## src/sv/pil_pkg.sv

```systemverilog
package pil_pkg;

    // table and number format
    localparam int MAX_POINTS   = 64;
    localparam int NUMBER_WIDTH = 32;
    localparam int FRAC_W       = 16;
    localparam int INDEX_W      = 6;
    localparam int COUNT_W      = 7;
    localparam int TOL_W        = NUMBER_WIDTH - 1;
    localparam int ADDR_W       = $clog2(MAX_POINTS);
    localparam int DIFF_W       = NUMBER_WIDTH + 1;
    localparam int QUOT_W       = FRAC_W + 1;
    localparam int PROD_W       = QUOT_W + 1 + DIFF_W;
    localparam int DIV_CNT_W    = $clog2(QUOT_W);

    // queue between front and back
    localparam int Q_DEPTH = 2;
    localparam int QPTR_W  = $clog2(Q_DEPTH);
    localparam int QCNT_W  = $clog2(Q_DEPTH + 1);

    // input op codes
    localparam logic OP_LOAD  = 1'b0;
    localparam logic OP_QUERY = 1'b1;

    // config register indexes
    localparam int CFG_IDX_W = 2;
    localparam logic [CFG_IDX_W-1:0] REG_INTERFACE_POSITION = 2'd0;
    localparam logic [CFG_IDX_W-1:0] REG_POSITION_TOLERANCE = 2'd1;
    localparam logic [CFG_IDX_W-1:0] REG_POINTS_IN_USE      = 2'd2;

    // classified item, as queued for the back end
    typedef struct packed {
        logic                           is_query;
        logic [ADDR_W-1:0]              index;   // load slot, or last breakpoint for a query
        logic signed [NUMBER_WIDTH-1:0] data_a;  // position for a load, y for a query
        logic signed [NUMBER_WIDTH-1:0] data_b;  // value for a load
        logic                           off;
        logic                           empty;
    } q_entry_t;

    typedef struct packed {
        logic                    start;
        logic [NUMBER_WIDTH-1:0] num;
        logic [NUMBER_WIDTH-1:0] den;
    } div_req_t;

    typedef struct packed {
        logic              done;
        logic [QUOT_W-1:0] quot;
    } div_rsp_t;

    typedef enum logic [2:0] {
        BK_IDLE,
        BK_FIRST,
        BK_LAST,
        BK_SCAN,
        BK_DIV,
        BK_ADD,
        BK_EMIT
    } back_state_t;

endpackage

```

## src/sv/pil_front.sv

```systemverilog
module pil_front (
    input  logic                                    clk,
    input  logic                                    rst_n,
    input  logic                                    in_valid,
    output logic                                    in_ready,
    input  logic                                    op,
    input  logic [pil_pkg::INDEX_W-1:0]             entry_index,
    input  logic signed [pil_pkg::NUMBER_WIDTH-1:0] entry_position,
    input  logic signed [pil_pkg::NUMBER_WIDTH-1:0] entry_value,
    input  logic signed [pil_pkg::NUMBER_WIDTH-1:0] query_x,
    input  logic signed [pil_pkg::NUMBER_WIDTH-1:0] query_y,
    input  logic signed [pil_pkg::NUMBER_WIDTH-1:0] interface_position,
    input  logic [pil_pkg::TOL_W-1:0]               position_tolerance,
    input  logic [pil_pkg::COUNT_W-1:0]             points_in_use,
    output logic                                    q_valid,
    output pil_pkg::q_entry_t                       q_entry,
    input  logic                                    q_pop
);
    import pil_pkg::*;

    q_entry_t             slot_reg [Q_DEPTH];
    logic [QPTR_W-1:0]    wr_ptr_reg, wr_ptr_next;
    logic [QPTR_W-1:0]    rd_ptr_reg, rd_ptr_next;
    logic [QCNT_W-1:0]    count_reg, count_next;

    logic signed [DIFF_W-1:0] x_delta;
    logic [DIFF_W-1:0]        x_dist;
    logic [COUNT_W-1:0]       n_pts;
    logic                     load_ok;
    logic                     push;
    q_entry_t                 new_entry;

    // classify the incoming beat
    always_comb
    begin
        x_delta = DIFF_W'(query_x) - DIFF_W'(interface_position);
        x_dist  = x_delta[DIFF_W-1] ? DIFF_W'(-x_delta) : DIFF_W'(x_delta);
        n_pts   = (32'(points_in_use) > MAX_POINTS) ? COUNT_W'(MAX_POINTS) : points_in_use;
        load_ok = 32'(entry_index) < MAX_POINTS;

        new_entry.is_query = (op == OP_QUERY);
        new_entry.off      = x_dist > DIFF_W'(position_tolerance);
        new_entry.empty    = (n_pts == '0);
        new_entry.data_b   = entry_value;
        if (op == OP_QUERY)
        begin
            new_entry.index  = ADDR_W'(n_pts - 1'b1);
            new_entry.data_a = query_y;
        end
        else
        begin
            new_entry.index  = ADDR_W'(entry_index);
            new_entry.data_a = entry_position;
        end
    end

    assign in_ready = (count_reg != QCNT_W'(Q_DEPTH));
    // out-of-range loads are taken and dropped
    assign push     = in_valid && in_ready && ((op == OP_QUERY) || load_ok);
    assign q_valid  = (count_reg != '0);
    assign q_entry  = slot_reg[rd_ptr_reg];

    always_comb
    begin
        wr_ptr_next = push  ? wr_ptr_reg + 1'b1 : wr_ptr_reg;
        rd_ptr_next = q_pop ? rd_ptr_reg + 1'b1 : rd_ptr_reg;
        count_next  = count_reg + QCNT_W'(push) - QCNT_W'(q_pop);
    end

    always_ff @(posedge clk or negedge rst_n)
    begin
        if (!rst_n)
        begin
            wr_ptr_reg <= '0;
            rd_ptr_reg <= '0;
            count_reg  <= '0;
        end
        else
        begin
            wr_ptr_reg <= wr_ptr_next;
            rd_ptr_reg <= rd_ptr_next;
            count_reg  <= count_next;
        end
    end

    always_ff @(posedge clk)
    begin
        if (push)
        begin
            slot_reg[wr_ptr_reg] <= new_entry;
        end
    end

endmodule

```

## config.mk

```make
export PLATFORM = sky130hd
export DESIGN_NAME = pil_front
export DESIGN_NICKNAME = d
export VERILOG_FILES = /design/src/sv/pil_pkg.sv /design/src/sv/pil_front.sv
export SDC_FILE = /design/constraint.sdc
export NUM_CORES = 1
export LEC_CHECK = 0
export ABC_AREA = 0
export BUFFER_PORTS_ARGS = -buffer_cell sky130_fd_sc_hd__buf_2
export CAP_MARGIN = 30
export CORE_ASPECT_RATIO = 1.25
export CORE_MARGIN = 2
export CORE_UTILIZATION = 50
export CTS_CLUSTER_SIZE = 10
export DETAILED_ROUTE_END_ITERATION = 7
export HOLD_SLACK_MARGIN = 0.08
export PLACE_DENSITY = 0.77
export SETUP_SLACK_MARGIN = 0.02
export SLEW_MARGIN = 10
export SYNTH_ARGS = -nofsm -noshare
export SYNTH_HDL_FRONTEND = slang
export SYNTH_SLANG_ARGS = --single-unit
```

## constraint.sdc

```tcl
create_clock -name clk -period 4.6 [get_ports clk]
set_input_delay 0.23 -clock clk [delete_from_list [all_inputs] [get_ports clk]]
set_output_delay 0.23 -clock clk [all_outputs]
set_load 0.02 [all_outputs]
```

Yosys cells after proc, flatten, opt, wreduce, memory -nomap -nowiden:

Memories as Yosys holds them, arrays and structs flattened.
Cells that the tools add are included.

* memories: 1
* register bits after elaboration: 4
* memory bits (writable): 146
* word-level logic and storage cells: 22
* input port bits: 209
* output and inout port bits: 75

* muxes and demuxes: 5
* magnitude comparators: 2
* add/subtract/negate cells: 7
* equality and inequality tests: 1
* reductions and logical operators: 3

Memory list
* slot_reg: words 2, width 73, read ports 1, clocked after Yosys merged registers in 0, write ports 1, line pil_front.sv:21 `q_entry_t slot_reg [Q_DEPTH];`

Operators with widths (number)
* two-way mux 38 bit: 1
* greater-than comparator 33 x 31 -> 1 bit: 1
* two-way mux 33 bit: 1
* negation 33 bit: 1
* subtractor 32 x 32 -> 33 bit: 1
* greater-than comparator 7 bit, second input constant: 1
* zero test 7 bit: 1
* two-way mux 7 bit: 1
* subtractor 6 x 1 -> 6 bit, second input constant: 1
* adder 1 bit, second input constant: 2
* adder 2 x 1 -> 2 bit: 1
* two-way mux 1 bit: 2
* != test 2 bit, second input constant: 1
* nonzero test 2 bit: 1
* subtractor 2 x 1 -> 2 bit: 1
* logical AND 1 bit: 1

Logic depth before layout (Yosys ltp):

* depth in word-level cells: 4
* depth in mapped cells: 25
* gate-level depth less buffers: 24

Least setup slack after synthesis:

Ideal clock, no wire load.

* kind: input port to flip-flop
* from: input query_x[0] (netlist bit)
* to: memory slot_reg[0][1] (netlist bit) (data pin)
* slack: -0.051 ns
* path buffers: 0
* required time: 4.319 ns
* stages on the path: 23
* library setup time: 0.281 ns
* arrival: 4.371 ns
* path through: inv_1 > ha_1 > fa_1 > and2b_1 > o21ai_1 > a211oi_2 > o21ai_0 > o2bb2ai_1 > or3_4 > or3_4 > and3b_1 > nor2_1 > xnor2_1 > ha_1 > a21o_1 > a21oi_1 > nor2b_1 > o21ai_0 > nand2b_1 > a21oi_1 > o211ai_1 > a22oi_1 > o311ai_2

RTL lines
* start, declared: line pil_front.sv:10 `input logic signed [pil_pkg::NUMBER_WIDTH-1:0] query_x,`
* end, declared: line pil_front.sv:21

==> metrics.csv <==
metric,value,unit
reg2reg_depth,4,
synth_nets,1168,
hp-start,entry_position[22],
critical_path_arrival,4.46,ns
cts_max_level,4,
fin_crit_sh,93.9,%
dieArea,20900,sq um
ys_ff_latch,150,
holdWs,0.145,ns
path_class,input pin to flop,
dieHeight,161,microns
yosys_warnings,0,
yosysUniqueCellTypes,79,
drive_above_1_share,43.9,%
synth_area_per_cell,11.1,sq um
ir_drop,0.274,mV
p_per_area,452,nW/um^2
clockRootBuffer,clkbuf_16,
area_delta_synth_final,35.1,%
io_pins,284,
crit_fanout,6,
gp_congestion,0.937,
grt_antenna_before_repair,2,
clock_skew,0.0109,ns
design_area,13400,sq um
start_kind,input pin,
setup_violations,0,
coreArea,19400,sq um
rsz0062_at_grt,no,
holdPathStages,2,
fin_nets,1567,
initialDrtViolationCount,533,
min_to,slot_reg[1][56],
drv_slew,0,
layout_commonest_cell,buf_2,
gr-total-overflow,0,
period_needed,4.32,ns
synth_ff_type,edfxtp_1,
synth_area,9890,sq um
placed_area,12200,sq um
grt_pass1_vias,8553,
cts_inserted_buffers,17,
crit_path_end_kind,flop,
worstPathRequired,4.74,ns
synth_edf_count,146,
ff2ff_setup_slack,2.56,ns
clock_path_buffers,2,
drt-pass1-iter-count,8,
synth_cells,890,
cts_tree,built,
ys_seq_area_share,45.3,%
largest_reg_flops,146,
r2r-end,slot_reg[0][22],
die_x,130,microns
most-common-layout-cells,"buf_2, edfxtp_1, mux2_2, buf_4, inv_1",
grt_first_pass_wirelength,42.1,mm
finalWirelength,27.6,mm
worst_pin_slew,0.942,ns
wl_per_cell,17.6,microns
hpwl,20.0,mm
cap_violations,0,
drc_errors,0,
via_count,8555,
clock-sinks,150,
ant_nets,0,
vias_per_cell,5.45,
io_buffers,283,
grt.total_usage,25.7,%
fin_setup_tns,0,ns
max_freq,0.232,GHz
path_clk_slew,0.07,ns
hold_viol_final,0,
p_leak,5.84,nW
hp-class,input pin to flop,
rows,57,
insertion_delay,0.42,ns
async_reset_ff_share,2.67,%
r2r_start,count_reg[1],
floorplan.initialDensity,51.0,%
slew_headroom,37.2,%
status,completed,
grt_max_degree,70,
[worst max-delay path, cell delays in order]
cell and delay (ns):
buf_2 0.07, inv_1 0.03, ha_2 0.37, a21o_1 0.21
a31oi_2 0.08, a2111o_1 0.46, and3b_1 0.21, xnor2_1 0.15
or3_4 0.41, or3_4 0.41, and3b_1 0.25, nor2_1 0.06
xnor2_1 0.12, ha_1 0.29, a21o_1 0.17, a21oi_2 0.11
nor2b_1 0.05, o21ai_1 0.13, nand2b_1 0.08, a21oi_2 0.11
o211ai_1 0.09, a22oi_1 0.23, o311ai_2 0.14
[synth_stat cells, types with 6 or more instances]
cell type / instances / share of area, %
o211ai_1: 8 / 0.61
nand3_1: 13 / 0.66
a21o_1: 19 / 1.4
nand2_1: 43 / 1.6
edfxtp_1: 146 / 44
or2_2: 7 / 0.44
o21ai_0: 28 / 1.4
nor3_1: 13 / 0.66
nor2b_1: 10 / 0.63
nand2b_1: 6 / 0.38
and3_1: 9 / 0.57
clkbuf_1: 24 / 0.91
inv_1: 77 / 2.9
a31oi_1: 13 / 0.82
xnor2_1: 32 / 2.8
a21oi_1: 55 / 2.8
mux2_2: 106 / 12
nand4_1: 18 / 1.1
o21a_1: 7 / 0.53
nor2_1: 54 / 2.0
buf_2: 10 / 0.51
a211oi_1: 6 / 0.46
ha_1: 68 / 8.6
xor2_1: 21 / 1.9
[metrics by stage]
step	utilization [%]	cells	power, mW	setup slack (ns)
floorplan	-	890	3.68	0.0291
global placement	62.8	1492	4.46	-0.310
detailed placement	63.0	1493	4.53	-0.348
CTS	67.9	1559	5.97	0.0694
global route	68.9	1569	6.33	0.00813
finish	68.9	1569	6.04	0.283
[timing repair]
item,in CTS,in global routing
resized for setup,0,28
setup endpoints to repair,0,2
hold buffers,34,0
endpoints found under the hold margin,69,0
buffers inserted,0,7
[power breakdown]
group / leakage [nW] / internal [mW] / total [mW] / switching (mW)
clock network: 0.292 / 0.823 / 1.40 / 0.582
logic: 4.15 / 1.12 / 2.59 / 1.47
registers: 1.40 / 1.88 / 2.04 / 0.156
[routing by layer]
metal / GRT usage (%) / up-vias / routed length [microns] / share of wire, %
li1: - / 4109 / - / -
met1: 27.1 / 4035 / 9960 / 36
met2: 49.0 / 348 / 14800 / 54
met3: 5.33 / 63 / 1930 / 7.0
met4: 10.2 / 0 / 891 / 3.2
met5: 0 / - / 0 / 0
[area by class of cell]
cell class / count / area, sq um
fillers: 1442 / 6040
multi-input cells: 627 / 5090
flip-flops and latches: 150 / 4490
repair buffers: 416 / 2540
clock buffers: 17 / 425
well taps: 265 / 332
inverters: 77 / 289
clock inverters: 15 / 186
diodes: 2 / 5.00
[worst max path at each step]
stage / from / end / slack, ns
detailed placement: query_x[0] / slot_reg[1][1] / -0.35
finish: interface_position[4] / slot_reg[1][1] / 0.28
floorplan: query_x[0] / slot_reg[0][1] / 0.03
CTS: query_x[0] / slot_reg[1][1] / 0.07
global placement: query_x[0] / slot_reg[0][1] / -0.31
global route: query_x[0] / slot_reg[0][1] / 0.008
[logic make-up after synthesis]
| logic type | Yosys count | share of synthesized area, % |
|---|---|---|
| mux | 109 | 12.4 |
| flops | 150 | 45.3 |
| fa+ha+maj | 69 | 8.81 |
| compound gates | 182 | 12.4 |
| xor+xnor | 53 | 4.69 |
| simple gates | 214 | 11.9 |
| buf+inv | 113 | 4.49 |
No activity file was read; power rests on OpenSTA's default activity.
