--- src/sv/pil_pkg.sv ---
package pil_pkg;

    // table and number format
    localparam int MAX_POINTS   = 64;
    localparam int NUMBER_WIDTH = 32;
    localparam int FRAC_W       = 16;
    localparam int INDEX_W      = 6;
    localparam int COUNT_W      = 7;
    localparam int TOL_W        = NUMBER_WIDTH - 1;
    localparam int ADDR_W       = $clog2(MAX_POINTS);
    localparam int DIFF_W       = NUMBER_WIDTH + 1;
    localparam int QUOT_W       = FRAC_W + 1;
    localparam int PROD_W       = QUOT_W + 1 + DIFF_W;
    localparam int DIV_CNT_W    = $clog2(QUOT_W);

    // queue between front and back
    localparam int Q_DEPTH = 2;
    localparam int QPTR_W  = $clog2(Q_DEPTH);
    localparam int QCNT_W  = $clog2(Q_DEPTH + 1);

    // input op codes
    localparam logic OP_LOAD  = 1'b0;
    localparam logic OP_QUERY = 1'b1;

    // config register indexes
    localparam int CFG_IDX_W = 2;
    localparam logic [CFG_IDX_W-1:0] REG_INTERFACE_POSITION = 2'd0;
    localparam logic [CFG_IDX_W-1:0] REG_POSITION_TOLERANCE = 2'd1;
    localparam logic [CFG_IDX_W-1:0] REG_POINTS_IN_USE      = 2'd2;

    // classified item, as queued for the back end
    typedef struct packed {
        logic                           is_query;
        logic [ADDR_W-1:0]              index;   // load slot, or last breakpoint for a query
        logic signed [NUMBER_WIDTH-1:0] data_a;  // position for a load, y for a query
        logic signed [NUMBER_WIDTH-1:0] data_b;  // value for a load
        logic                           off;
        logic                           empty;
    } q_entry_t;

    typedef struct packed {
        logic                    start;
        logic [NUMBER_WIDTH-1:0] num;
        logic [NUMBER_WIDTH-1:0] den;
    } div_req_t;

    typedef struct packed {
        logic              done;
        logic [QUOT_W-1:0] quot;
    } div_rsp_t;

    typedef enum logic [2:0] {
        BK_IDLE,
        BK_FIRST,
        BK_LAST,
        BK_SCAN,
        BK_DIV,
        BK_ADD,
        BK_EMIT
    } back_state_t;

endpackage

--- src/sv/pil_div.sv ---
module pil_div (
    input  logic              clk,
    input  logic              rst_n,
    input  pil_pkg::div_req_t req,
    output pil_pkg::div_rsp_t rsp
);
    import pil_pkg::*;

    // restoring division of num * 2^FRAC_W by den, with num <= den
    logic                    busy_reg, busy_next;
    logic                    done_reg, done_next;
    logic [DIV_CNT_W-1:0]    cnt_reg, cnt_next;
    logic [DIFF_W-1:0]       rem_reg, rem_next;
    logic [NUMBER_WIDTH-1:0] den_reg, den_next;
    logic [QUOT_W-1:0]       quot_reg, quot_next;

    logic [DIFF_W-1:0] rem_sh;
    logic              ge;

    always_comb
    begin
        busy_next = busy_reg;
        done_next = 1'b0;
        cnt_next  = cnt_reg;
        rem_next  = rem_reg;
        den_next  = den_reg;
        quot_next = quot_reg;
        // first step takes the integer bit, the rest shift in fraction bits
        rem_sh    = (cnt_reg == '0) ? rem_reg : {rem_reg[DIFF_W-2:0], 1'b0};
        ge        = rem_sh >= DIFF_W'(den_reg);

        if (req.start)
        begin
            busy_next = 1'b1;
            cnt_next  = '0;
            rem_next  = DIFF_W'(req.num);
            den_next  = req.den;
            quot_next = '0;
        end
        else if (busy_reg)
        begin
            rem_next  = ge ? rem_sh - DIFF_W'(den_reg) : rem_sh;
            quot_next = {quot_reg[QUOT_W-2:0], ge};
            cnt_next  = cnt_reg + 1'b1;
            if (cnt_reg == DIV_CNT_W'(QUOT_W - 1))
            begin
                busy_next = 1'b0;
                done_next = 1'b1;
            end
        end
    end

    always_ff @(posedge clk or negedge rst_n)
    begin
        if (!rst_n)
        begin
            busy_reg <= 1'b0;
            done_reg <= 1'b0;
            cnt_reg  <= '0;
        end
        else
        begin
            busy_reg <= busy_next;
            done_reg <= done_next;
            cnt_reg  <= cnt_next;
        end
    end

    always_ff @(posedge clk)
    begin
        rem_reg  <= rem_next;
        den_reg  <= den_next;
        quot_reg <= quot_next;
    end

    assign rsp.done = done_reg;
    assign rsp.quot = quot_reg;

endmodule

--- config.mk ---
export PLATFORM = sky130hd
export DESIGN_NAME = pil_div
export DESIGN_NICKNAME = d
export VERILOG_FILES = /design/src/sv/pil_pkg.sv /design/src/sv/pil_div.sv
export SDC_FILE = /design/constraint.sdc
export NUM_CORES = 1
export LEC_CHECK = 0
export ABC_AREA = 1
export BUFFER_PORTS_ARGS = -buffer_cell sky130_fd_sc_hd__buf_2
export CORE_MARGIN = 1.5
export CORE_UTILIZATION = 63
export DETAILED_ROUTE_END_ITERATION = 8
export PLACE_DENSITY = 0.85
export RECOVER_POWER = 25
export SLEW_MARGIN = 25
export SYNTH_ARGS = -nofsm -noshare
export SYNTH_HDL_FRONTEND = slang
export SYNTH_SLANG_ARGS = --single-unit
--- constraint.sdc ---
create_clock -name clk -period 5.1 [get_ports clk]
set_input_delay 1.02 -clock clk [delete_from_list [all_inputs] [get_ports clk]]
set_output_delay 1.02 -clock clk [all_outputs]
set_load 0.02 [all_outputs]
# --- Word level (Yosys, flattened, before mapping) ---
# Index checks and enable logic that the tools add are counted.
totals:
  out_inout_bits: 18
  in_bits: 67
  regBits: 89
op_classes:
  reduce_logical: 2
  magnitude_cmp: 1
  add_sub_neg: 2
  muxes: 12
  eq_ne: 1
ops:
  columns: ["cell", "n"]
  rows:
  - ["$mux 33", 2]
  - ["$mux 32", 2]
  - ["$ge 33x32->1", 1]
  - ["$sub 33x32->33", 1]
  - ["$mux 5", 2]
  - ["$mux 1", 6]
  - ["$add 5x1->5 const B", 1]
  - ["$eq 5x5->1 const B", 1]
  - ["$logic_not 5->1", 1]
  - ["$reduce_bool 2->1", 1]

# --- Longest topological paths before layout ---
logic_depth:
  depth_word: 6
  depth_mapped: 23
  ltp_nobuf: 21

# --- Worst setup path before layout ---
# OpenSTA, ideal clock, no wires.
synth_path:
  path_type: "register to register"
  start: "register cnt_reg[0]"
  end: "register rem_reg[14] (data pin)"
  stages_incl_launch_ff: 22
  required_time_ns: 4.846
  t_arrival_ns: 2.713
  setup_time_ns: 0.254
  slack_ns: 2.133
  path_cell_list: "dfrtp_1 -> inv_1 -> ha_1 -> nand3_2 -> inv_2 -> clkbuf_1 -> nand2_1 -> o21ai_0 -> ha_1 -> nand2_1 -> inv_1 -> nand2_1 -> inv_1 -> nand2_1 -> nand2_1 -> inv_1 -> nand3_1 -> nand2_1 -> clkbuf_1 -> nand3b_1 -> nand3_1 -> nand2_1"
synth_between:
  elab_chain_len: 6
  word_cells_on_any_way: 7
synth_lines:
  columns: ["element", "line_no", "text"]
  rows:
  - ["start, declared", "pil_div.sv:12", "logic [DIV_CNT_W-1:0] cnt_reg, cnt_next;"]
  - ["start signal, assigned", "pil_div.sv:65", "cnt_reg <= cnt_next;"]
  - ["$logic_not 5->1 *", "pil_div.sv:29", "rem_sh = (cnt_reg == '0) ? rem_reg : {rem_reg[DIFF_W-2:0], 1'b0};"]
  - ["$mux 33 *", "pil_div.sv:29", null]
  - ["$sub 33x32->33 or $ge 33x32->1 (tied branches)", "pil_div.sv:42, pil_div.sv:30", null]
  - ["$mux 33 *", "pil_div.sv:42", "rem_next = ge ? rem_sh - DIFF_W'(den_reg) : rem_sh;"]
  - ["$mux 32 *", "pil_div.sv:40", "else if (busy_reg)"]
  - ["$mux 32 *", "pil_div.sv:32", "if (req.start)"]
  - ["net rem_next[14]", "pil_div.sv:13", "logic [DIFF_W-1:0] rem_reg, rem_next;"]
  - ["end signal, assigned", "pil_div.sv:71", "rem_reg <= rem_next;"]
  - ["end, declared", "pil_div.sv:13", null]
# Mark *: on every way through the listed nets, which the timed path passes. The rest lies on a longest branch. The select of a mux whose other input is x is not followed.
# A chain may end at the register's enable or synchronous reset.

# --- Worst setup path in the final report ---
layout_path:
  start: "register cnt_reg[0]"
  end: "register rem_reg[19] (data pin)"
# Same word-level chain as after synthesis.

==> impl_metrics.csv <==
group,metric,value,unit
power_and_ir_drop,power_density,551.0,nW/um^2
power_and_ir_drop,clkPwrFrac,12.1,%
worst_setup_path,path_common_cell,"nand2_1",
final_layout,drive_gt1_share,9.657,%
run_status,status,"finished, violations left",
clocking,root_buffer,"clkbuf_8",
floorplan,fp.dieH,106.6,um
timing,tightest_slew,3117,ps
worst_setup_path,worstPathCellList,"inv_1 -> ha_1 -> nand3_2 -> inv_2 -> o21ai_0 -> ha_1 -> nand2_1 -> nor2_1 -> nand2_1 -> nor2_1 -> nand2_1 -> nand2_1 -> a21oi_4 -> buf_4 -> nand2_2 -> nand2_1 -> nand3_1 -> nand2_1",
power_and_ir_drop,swShare,49.98,%
power_and_ir_drop,p_seq_share,25.4,%
timing,fmax,227.2,MHz
clocking,cts_resized,0,
timing,hold_viol,0,
logic_synthesis,syn_nets,1131,
placement,dp_hpwl,13760,um
detailed_routing,drt-initial-drc-count,836,
logic_synthesis,synth_seq_cells,89,
worst_setup_path,crit_family,"simple AND/OR/NAND/NOR gates",
global_route,grt_pass1_vias,6046,
final_layout,fillers,929,
detailed_routing,met2_length,7762,um
global_route,grt_antenna_before_repair,0,
power_and_ir_drop,leakage,4.185,nW
logic_synthesis,async_reset_ff_share,7.865,%
clocking,post_cts_buffers,0,
worst_setup_path,cp_num_buf_inv,3,
floorplan,fp.dieArea,11360,sq um
global_route,grt_overflow_total,0,
detailed_routing,top_layer_used,"met4",
detailed_routing,post-route-drc-count,0,
timing,finalSetupViolCount,0,
worst_setup_path,end_kind,"flip-flop",
timing,worst_clock_skew,15.09,ps
clocking,cts_sinks,89,
floorplan,initial_core_util,65.18,%
timing,fin_setup_tns,0,ps
worst_setup_path,max_stage_delay,540,ps
worst_setup_path,reg2reg_slack,700,ps
logic_synthesis,synth_cell_types,33,
worst_setup_path,critPathLaunchType,"flip-flop",
clocking,clock_path_buffers,2,
worst_setup_path,path_class,"flip-flop to flip-flop",
logic_synthesis,yosysSeqAreaShare,36.36,%
placement,gp_congestion,0.9630,
floorplan,core_area,10370,sq um
global_route,grt_pass1_wl,28550,um
logic_synthesis,synth_edf_count,64,
timing,max_slew_margin,-107.8,%
worst_setup_path,crit_arrival,4510,ps
hold_path,hp-class,"flip-flop to flip-flop",
global_route,grt_max_degree,67,
clocking,numCtsBuffers,9,
worst_setup_path,path_max_fanout,34,
flow_run,drv_cap,1,
detailed_routing,wl_per_cell,14.34,um
final_layout,synthToLayoutAreaGrowth,10.22,%
timing,hold_slack,466.7,ps
clocking,hold_buffers,0,
floorplan,dieWidth,106.6,um
logic_synthesis,syn_area_per_cell,6.568,sq um
detailed_routing,first_pass_iters,5,
placement,port-buffer-count,84,
power_and_ir_drop,ir_drop,0.3386,mV
floorplan,pin_count,85,
logic_synthesis,synthesis.area,6759,sq um
power_and_ir_drop,switching_power,2.051,mW
power_and_ir_drop,internal_power,2.053,mW
clocking,htreeDepth,3,
detailed_routing,postRouteAntennaNets,0,
worst_setup_path,cp_slowest_cell,"inv_2",
timing,maxSlewViolCount,67,
logic_synthesis,synthFlopType,"edfxtp_1",
detailed_routing,vias,6611,
global_route,track_usage,32.07,%
clocking,path_clk_slew,90,ps
timing,fin_crit,4402,ps
detailed_routing,drt-vias-per-instance,5.314,
run_status,violations,"max-capacitance violations, max-slew violations",
detailed_routing,met3WireLength,1561,um
clocking,clkLatencyLatePin,360,ps
timing,rsz0062_at_grt,"false",
clocking,cts_tree,"yes",
final_layout,fin_nets,1205,
timing,period_share,86.32,%
final_layout,n_antenna_cell,0,
worst_setup_path,crit_required,5210,ps
power_and_ir_drop,p_comb_share,62.5,%
detailed_routing,drt_wl_total,17840,um
final_layout,largest_reg_flops,33,
logic_synthesis,yosys_warnings,0,
floorplan,rows,37,
detailed_routing,wl_met1,8137,um
logic_synthesis,syn_inst,1029,
[Yosys cell counts, types with 2 or more instances]
cell type  count  share of area, %
inv_1        196                11
nor3_1         7              0.52
ha_1          34               6.3
nand2_1      444                25
dfxtp_1       18               5.3
buf_6          2              0.33
nand3b_1      28               3.1
and2_1         4              0.37
a21o_1         2              0.22
dfrtp_1        7               2.6
buf_1          3              0.17
a21oi_1       22               1.6
edfxtp_1      64                28
o22ai_1       15               1.4
o21ai_0       27               2.0
xnor2_1       16               2.1
nor2_1        45               2.5
clkbuf_1      15              0.83
nand3_1       56               4.1
inv_2          2              0.11
buf_2          5              0.37
nand4_1        5              0.46
buf_4          2              0.22
[per-layer routing]
| layer | vias up | track usage, % |
|---|---|---|
| met5 | - | 0 |
| met4 | 0 | 9.810 |
| met3 | 29 | 5.228 |
| met2 | 304 | 50.50 |
| met1 | 2962 | 45.49 |
| li1 | 3316 | - |
[stage by stage]
step                      util [%]  total power [mW]  cells  worst slack (ps)  area (sq um)
after global placement       70.05             3.475   1228             916.8          7264
after CTS                    71.90             4.027   1244             799.7          7456
after floorplan                  -             2.919   1029              2133          6759
after detailed placement     70.05             3.519   1228             825.0          7264
after global routing         71.84             4.431   1244             238.2          7450
final                        71.84             4.104   1244             697.9          7450
[power groups by stage]
| stage | logic, mW | registers [mW] | clock network [mW] |
|---|---|---|---|
| 2_1_floorplan | 1.87 | 1.05 | 0 |
| 3_3_place_gp | 2.43 | 1.05 | 0 |
| 3_5_place_dp | 2.46 | 1.05 | 0 |
| 4_1_cts | 2.49 | 1.04 | 0.496 |
| 5_1_grt | 2.85 | 1.06 | 0.519 |
| 6_report | 2.57 | 1.04 | 0.495 |
[worst register-to-register path, delay by kind of cell (launching register included)]
family | cells | cell delay, ps
buffers and inverters | 3 | 880
DFF | 1 | 410
AOI/OAI and AO/OA | 2 | 310
adders and majority gates | 2 | 590
and+or+nand+nor | 11 | 1990
[cell usage in the layout, fill, tap and decap left out, types with 2 or more instances in the layout]
cell      netlist  layout
nand3b_1       28      28
nand4_1         5       5
nor3_1          7       7
dfrtp_1         7       7
xnor2_1        16      16
o21ai_0        27      27
buf_4           2       5
nand2_1       444     444
edfxtp_1       64      64
clkbuf_8        0      10
a21oi_1        22      22
clkbuf_1       15       5
inv_6           0       2
nor2_1         45      45
inv_1         196     197
o22ai_1        15      15
inv_2           2       2
ha_1           34      34
nand3_1        56      56
and2_1          4       4
a21o_1          2       2
buf_2           5      82
dfxtp_1        18      18
[worst paths after layout]
path,to,startpoint,cells past startpoint
max,rem_reg[19]$_DFFE_PP_,cnt_reg[0]$_DFFE_PN0P_,18
min,quot_reg[16]$_SDFFE_PP0P_,quot_reg[16]$_SDFFE_PP0P_,2
max reg2reg,rem_reg[19]$_DFFE_PP_,cnt_reg[0]$_DFFE_PN0P_,18
min reg2reg,quot_reg[16]$_SDFFE_PP0P_,quot_reg[16]$_SDFFE_PP0P_,2
max in group asynchronous,cnt_reg[0]$_DFFE_PN0P_,rst_n,1
min in group asynchronous,cnt_reg[1]$_DFFE_PN0P_,rst_n,1
[kinds of logic after synthesis]
logic type	count (synthesis)	synth area share, %
buffers and inverters	226	12.98
XOR/XNOR	17	2.203
adder cells (fa/ha/maj)	35	6.590
AO/OA/AOI/OAI	68	5.591
AND/OR/NAND/NOR	594	36.28
flip-flops	89	36.36
[cell type report]
cell class	instances	area [sq um]	share of cell area [%]
sequential	89	2457	32.99
clock buffer	13	170.2	2.284
multi-input combinational	714	3425	45.97
tap	136	170.2	2.284
timing repair buffer	90	459.2	6.164
clock inverter	3	21.27	0.2855
inverter	199	747.0	10.03
No activity file was read; power rests on OpenSTA's default activity.
